### src/design/avr_pkg.sv
// avr_pkg: shared constants, types and the cordic arctangent table
// for the axis vector rotation core; no dependencies
package avr_pkg;

  localparam int CORDIC_STAGES = 16;
  localparam int ATAN_DEPTH    = 32;
  localparam int NUM_STAGES    = (CORDIC_STAGES < ATAN_DEPTH) ? CORDIC_STAGES : ATAN_DEPTH;
  localparam int SHIFT_W       = $clog2(ATAN_DEPTH);
  localparam int Z_W           = 34;

  localparam logic [1:0] AXIS_X    = 2'd0;
  localparam logic [1:0] AXIS_Y    = 2'd1;
  localparam logic [1:0] AXIS_Z    = 2'd2;
  localparam logic [1:0] AXIS_NONE = 2'd3;

  localparam logic signed [31:0] GAIN_Q30   = 32'sd652032874;
  localparam logic signed [16:0] HALF_RIGHT = 17'sd11520;
  localparam logic signed [16:0] HALF_TURN  = 17'sd23040;

  // binary angle = round(mag * 2^32 / 46080) = 93206*mag + (34*mag + 22) / 45
  localparam logic [16:0] ANG_BASE_MUL = 17'd93206;
  localparam logic [5:0]  ANG_REM_MUL  = 6'd34;
  localparam logic [4:0]  ANG_REM_OFS  = 5'd22;
  localparam logic [19:0] ANG_RECIP    = 20'd745655;
  localparam int          ANG_RECIP_SH = 25;
  localparam int          MAG_W        = 14;
  localparam int          REM_W        = 19;
  localparam int          BASE_W       = 31;

  localparam logic signed [Z_W-1:0] ATAN_TAB [ATAN_DEPTH] = '{
    536870912, 316933406, 167458907, 85004756, 42667331, 21354465,
    10679838, 5340245, 2670163, 1335087, 667544, 333772, 166886, 83443,
    41722, 20861, 10430, 5215, 2608, 1304, 652, 326, 163, 81, 41, 20,
    10, 5, 3, 1, 1, 0
  };

  typedef struct packed {
    logic [1:0]         axis;
    logic signed [31:0] vx;
    logic signed [31:0] vy;
    logic signed [31:0] vz;
  } vec_t;

  typedef struct packed {
    logic signed [31:0]    x;
    logic signed [31:0]    y;
    logic signed [Z_W-1:0] z;
  } cord_t;

  typedef struct packed {
    logic signed [34:0] rx;
    logic signed [34:0] ry;
    logic signed [34:0] rz;
  } rot_t;

  typedef struct packed {
    logic signed [31:0] rot_x;
    logic signed [31:0] rot_y;
    logic signed [31:0] rot_z;
    logic               saturated;
  } res_t;

endpackage

### src/design/avr_cordic_cell.sv
// avr_cordic_cell: one rotation-mode cordic step with its own register,
// handing vector and angle state to the next cell; depends on avr_pkg
module avr_cordic_cell import avr_pkg::*; (
  input  logic                  clk_i,
  input  logic                  rst_ni,
  input  logic                  en_i,
  input  logic [SHIFT_W-1:0]    shift_i,
  input  logic signed [Z_W-1:0] atan_i,
  input  logic                  valid_i,
  input  vec_t                  vec_i,
  input  cord_t                 cord_i,
  output logic                  valid_o,
  output vec_t                  vec_o,
  output cord_t                 cord_o
);

  logic               valid_q;
  vec_t               vec_q;
  cord_t              cord_d, cord_q;
  logic signed [31:0] xs, ys;
  logic               pos;

  always_comb begin
    xs  = cord_i.x >>> shift_i;
    ys  = cord_i.y >>> shift_i;
    pos = ~cord_i.z[Z_W-1];
    if (pos) begin
      cord_d.x = cord_i.x - ys;
      cord_d.y = cord_i.y + xs;
      cord_d.z = cord_i.z - atan_i;
    end else begin
      cord_d.x = cord_i.x + ys;
      cord_d.y = cord_i.y - xs;
      cord_d.z = cord_i.z + atan_i;
    end
  end

  always_ff @(posedge clk_i or negedge rst_ni) begin
    if (!rst_ni) begin
      valid_q <= 1'b0;
    end else if (en_i) begin
      valid_q <= valid_i;
    end
  end

  always_ff @(posedge clk_i) begin
    if (en_i) begin
      vec_q  <= vec_i;
      cord_q <= cord_d;
    end
  end

  assign valid_o = valid_q;
  assign vec_o   = vec_q;
  assign cord_o  = cord_q;

endmodule

### config.mk
export PLATFORM = sky130hd
export DESIGN_NAME = avr_cordic_cell
export DESIGN_NICKNAME = d
export VERILOG_FILES = /design/src/design/avr_pkg.sv /design/src/design/avr_cordic_cell.sv
export SDC_FILE = /design/constraint.sdc
export NUM_CORES = 1
export LEC_CHECK = 0
export ABC_AREA = 1
export ABC_CLOCK_PERIOD_IN_PS = 800
export BUFFER_PORTS_ARGS = -buffer_cell sky130_fd_sc_hd__buf_2
export CAP_MARGIN = 10
export CORE_UTILIZATION = 47
export CTS_CLUSTER_DIAMETER = 150
export DETAILED_ROUTE_END_ITERATION = 16
export GPL_TIMING_DRIVEN = 1
export HOLD_SLACK_MARGIN = 0.1
export MAX_ROUTING_LAYER = met4
export PLACE_DENSITY = 0.75
export SYNTH_ARGS = -nofsm -noshare
export SYNTH_HDL_FRONTEND = slang
export SYNTH_SLANG_ARGS = --single-unit
### constraint.sdc
create_clock -name clk_i -period 0.8 [get_ports clk_i]
set_input_delay 0.12 -clock clk_i [delete_from_list [all_inputs] [get_ports clk_i]]
set_output_delay 0.12 -clock clk_i [all_outputs]
set_load 0.1 [all_outputs]
==> impl_metrics.csv, run 1 <==
group,metric,value,unit
run_status,status,"did not finish",
logic_synthesis,synthFlopType,"edfxtp_1",
grt,overflow,834,
logic_synthesis,syn-cell-area,0.01707,mm^2
floorplan,io_pins,436,
placement,hpwl,67.21,mm
cts,cts_buffers,17,
logic_synthesis,synthTopCellsByArea,"edfxtp_1 34%, nand2_1 15%, nand3_1 12%",
logic_synthesis,syn_inst,2335,
placement,finalWeightedCongestion,1.058,
grt,gr-usage-all-layers,89.47,%
floorplan,chipWidth,192.6,um
run_status,lastStage,"5_1_grt",
floorplan,die_h,192.6,um
logic_synthesis,synth_area_leader_cell,"edfxtp_1",
logic_synthesis,synth.avg_cell_area,7.311,um^2
logic_synthesis,synth.distinct_cells,45,
cts,htree_num_levels,4,
grt,grt_max_degree,49,
logic_synthesis,synth-seq-cells,197,
run_status,error_line,"[ERROR GRT-0232] Routing congestion too high. Check the congestion heatmap in the GUI.",
logic_synthesis,synth_edf_count,196,
logic_synthesis,netlist.area_leader.share,34.48,%
logic_synthesis,syn_nets,2682,
cts,root_buffer,"clkbuf_16",
logic_synthesis,yosys_warnings,0,
logic_synthesis,async_flop_share,0.5076,%
placement,port_buffers,435,
cts,clock_path_buffers,2,
floorplan,row_count,69,
logic_synthesis,ys_seq_area_share,34.62,%
timing,crit_endpoint,"cord_o[95]$_DFFE_PP_/D",
timing,worstEpCategory,"register input",
placement,place_area,0.02841,mm^2
cts,numClockSinks,197,
floorplan,initial_utilization,47.88,%
[cell families after synthesis]
logic type / Yosys count / synth area share, %
buf+inv: 263 / 6.391
flops: 197 / 34.62
xor+xnor: 162 / 8.311
mux: 1 / 0.06596
compound gates: 259 / 8.348
fa+ha+maj: 108 / 8.048
simple gates: 1345 / 34.21
[cell usage after synthesis, types with 3 or more instances]
cell type and instances:
a31oi_1 16, nand2_1 676, o211ai_1 3, nor2_4 5, a21o_1 10, nand3b_1 8
nand2_2 16, buf_4 3, buf_2 26, nor4_1 14, nand4_1 16, inv_2 13
nand3_1 415, xnor2_1 50, o21ai_0 73, clkbuf_1 16, fa_1 3, nor2_1 152
buf_1 24, nor2_2 10, o21ai_1 9, edfxtp_1 196, xor2_1 112, o21bai_1 3
a21oi_1 122, o21a_1 8, buf_6 7, a211oi_1 6, inv_1 172, ha_1 105
nor3_1 26
[stage by stage]
stage / setup slack (ns) / setup TNS [ns] / cells / utilization, %
floorplan: -2.620 / -221.60 / 2335 / -
global placement: -3.420 / -268.65 / 3818 / 79.69
detailed placement: -3.521 / -281.24 / 3818 / 79.69
CTS: -2.656 / -276.07 / 4009 / 88.45
[per-layer routing]
layer  GRT overflow  GRT usage (%)
met1             47          84.80
met2            496          103.9
met3             26          75.61
met4            265          93.19
met5              -              -
[repair_timing]
item | 4_1_cts
pin swaps | 85
gates resized for setup | 225
hold buffers | 102
setup buffers | 55
setup endpoints to repair | 295
gates cloned | 3
endpoints found under the hold margin | 111
==> run 2, diff against run 1 <==
==> config.mk (replaced) <==
export PLATFORM = sky130hd
export DESIGN_NAME = avr_cordic_cell
export DESIGN_NICKNAME = d
export VERILOG_FILES = /design/src/design/avr_pkg.sv /design/src/design/avr_cordic_cell.sv
export SDC_FILE = /design/constraint.sdc
export NUM_CORES = 1
export LEC_CHECK = 0
export ABC_AREA = 1
export ABC_CLOCK_PERIOD_IN_PS = 1000
export BUFFER_PORTS_ARGS = -buffer_cell sky130_fd_sc_hd__buf_2
export CAP_MARGIN = 10
export CORE_UTILIZATION = 32
export DETAILED_ROUTE_END_ITERATION = 16
export GPL_TIMING_DRIVEN = 1
export PLACE_DENSITY_LB_ADDON = 0.15
export SYNTH_ARGS = -nofsm -noshare
export SYNTH_HDL_FRONTEND = slang
export SYNTH_SLANG_ARGS = --single-unit
==> constraint.sdc (replaced) <==
create_clock -name clk_i -period 1 [get_ports clk_i]
set_input_delay 0.15 -clock clk_i [delete_from_list [all_inputs] [get_ports clk_i]]
set_output_delay 0.15 -clock clk_i [all_outputs]
set_load 0.1 [all_outputs]
==> run 2 against run 1 <==
  * The flow now finishes, with violations (negative setup slack)
  * Synthesized area did not move
  * Synthesized cell count unchanged
==> impl_metrics.csv, run 2 <==
group,metric,value,unit
worst_hold_path,hold_path_class,"primary input to flop",
logic_synthesis,synth.avg_cell_area,7.311,um^2
logic_synthesis,synth.most_common_cell,"nand2_1",
grt,gr-usage-all-layers,27.67,%
cts,clkTransAtPathRegs,0.09,ns
run_status,status,"finished with violations",
final_layout,area_growth,100.2,%
routing,dr.first_iter.drc_count,1366,
cts,clk_latency,0.50,ns
critical_path,r2r-start,"valid_o",
run,max-cap-violations,0,
logic_synthesis,async_flop_share,0.5076,%
run_status,violations,"negative setup slack",
logic_synthesis,netlist.area_leader.share,34.48,%
grt,grt_pass1_wl,114.7,mm
grt,grt_pass1_vias,20549,
floorplan,initial_utilization,32.42,%
logic_synthesis,syn_nets,2682,
cts,cts_buffers,17,
final_layout,nets,3903,
routing,wirelength,79.84,mm
logic_synthesis,syn-cell-area,0.01707,mm^2
final_layout,drive_gt1_share,52.28,%
floorplan,core,0.05266,mm^2
timing,period_minus_slack,3.407,ns
cts,numClockSinks,197,
critical_path,crit_end,"cord_o[62]",
critical_path,arrival,3.66,ns
placement,hpwl,61.16,mm
logic_synthesis,synthFlopType,"edfxtp_1",
routing,detail-route-antenna-nets,0,
timing,slew_viol_final,0,
cts,cts_tree,"yes",
timing,finalWorstSetupSlack,-2.407,ns
timing,timing.fmax,0.2935,GHz
logic_synthesis,syn_inst,2335,
timing,fin_skew,0,ns
logic_synthesis,synth-seq-cells,197,
logic_synthesis,synth.distinct_cells,45,
critical_path,path_class,"primary input to flop",
critical_path,reg2reg_to,"valid_o",
logic_synthesis,yosys_warnings,0,
timing,slew_headroom,76.30,%
grt,antenna_found_initial,8,
grt,overflow,0,
cts,htree_num_levels,4,
timing,tightest_slew,0.3522,ns
final_layout,layout_common_cells,"657 x buf_4, 512 x nand2_1, 262 x nand3_1, 232 x buf_2, 222 x buf_12",
routing,via_per_inst,5.010,
critical_path,start_kind,"primary input",
floorplan,chipWidth,233.0,um
placement,finalWeightedCongestion,0.9430,
logic_synthesis,ys_seq_area_share,34.62,%
floorplan,io_pins,436,
cts,root_buffer,"clkbuf_16",
pwr,p_leak,16.09,nW
pwr,max-vdd-ir-drop,1.351,mV
floorplan,die-area,0.05428,mm^2
grt,grt_max_degree,51,
routing,vias,21362,
critical_path,reg2regPathDepth,1,
timing,fin_crit_sh,340.7,%
placement,pre_cts_slack,-3.190,ns
routing,drtPass1Iterations,5,
final_layout,final_common_cell,"buf_4",
critical_path,required,1.25,ns
logic_synthesis,synth_edf_count,196,
critical_path,r2r_slack,0.19,ns
critical_path,endpoint_kind,"flop",
critical_path,cp_max_fo,6,
timing,rsz0062_at_grt,"true",
timing,finalSetupTns,-223.28,ns
logic_synthesis,synth_common_cells,"676 x nand2_1, 415 x nand3_1, 196 x edfxtp_1",
floorplan,row_count,84,
placement,port_buffers,435,
logic_synthesis,synthTopCellsByArea,"edfxtp_1 34%, nand2_1 15%, nand3_1 12%",
routing,wl_per_cell,18.72,um
pwr,power,56.80,mW
timing,finalHoldViolCount,0,
pwr,power.density,1662,mW/mm^2
timing,hold_ws,0.04384,ns
timing,setup_viol,294,
critical_path,crit_start,"shift_i[0]",
cts,clock_path_buffers,2,
floorplan,die_h,233.0,um
logic_synthesis,synth_area_leader_cell,"edfxtp_1",
routing,drc,0,
-- run 2: per-layer routing --
metal | vias up | share of wire (%) | GRT usage [%]
met3 | 136 | 5.3 | 3.971
met1 | 10137 | 41 | 33.86
met4 | 2 | 2.7 | 8.558
met2 | 720 | 51 | 49.63
li1 | 10367 | - | -
met5 | - | 0.016 | 0
-- run 2: kinds of logic (layout without fill, tap and decap cells) --
group	count (synthesis)	count (layout)	synth area share, %
XOR/XNOR	162	162	8.311
buffers and inverters	263	1497	6.391
adder cells (fa/ha/maj)	108	108	8.048
AND/OR/NAND/NOR	1345	1345	34.21
multiplexers	1	1	0.06596
AO/OA/AOI/OAI	259	259	8.348
other	0	7	0
flip-flops	197	197	34.62
-- run 2: final cells by class --
type	instances	area, um^2
Clock inverter	15	242.7
Sequential cell	197	5911
Timing Repair inverter	1	8.758
Antenna cell	7	17.52
Multi-Input combinational cell	1875	13510
Fill cell	4281	18470
Tap cell	688	860.8
Inverter	187	769.5
Clock buffer	17	425.4
Timing Repair Buffer	1277	12440
-- run 2: worst min path at each step --
stage / from / endpoint / slack, ns / cells after the start
2_1_floorplan: rst_ni / valid_o / -0.15 / 0
4_1_cts: cord_i[66] / cord_o[66] / -0.007 / 2
5_1_grt: cord_i[66] / cord_o[66] / 0.01 / 2
3_5_place_dp: rst_ni / valid_o / -0.07 / 1
6_report: cord_i[66] / cord_o[66] / 0.04 / 2
3_3_place_gp: rst_ni / valid_o / -0.07 / 1
-- run 2: timing repair --
item | CTS | global route
cloned | 5 | 5
setup buffers | 24 | 59
pin swaps | 94 | 218
endpoints found under the hold margin | 102 | 0
gates resized for setup | 180 | 501
hold buffers | 102 | 0
setup endpoints to repair | 293 | 293
-- run 2: report_power, final --
group,switching [mW],internal [mW]
Clock,4.21,3.62
Combinational,21.4,15.3
Sequential,1.14,11.1
-- run 2: through the flow --
step / util (%) / instances / cell area (um^2)
3_3_place_gp: 54.30 / 4038 / 28590
6_report: 64.92 / 4264 / 34180
2_1_floorplan: - / 2335 / 17910
3_5_place_dp: 54.30 / 4038 / 28590
4_1_cts: 59.61 / 4201 / 31390
5_1_grt: 64.91 / 4262 / 34180
-- run 2: critical path: stages --
cell and delay [ns]:
buf_12 0.13, buf_12 0.14, buf_6 0.13, nand2_4 0.06
nand3_2 0.09, nand2_1 0.11, nand2_2 0.07, nand3_2 0.08
nand3_1 0.10, nand2_2 0.13, buf_6 0.12, nand3_4 0.08
nor2_4 0.19, nand2_2 0.13, nand2_4 0.12, nand2_1 0.08
xor2_1 0.16, ha_1 0.39, nand2_1 0.10, nor2_1 0.11
inv_1 0.07, nor3_2 0.19, nand3b_1 0.15, nand3_2 0.11
a21o_1 0.18, a31oi_1 0.12, xor2_1 0.16
Note: power is estimated with default switching activity, not from simulation.
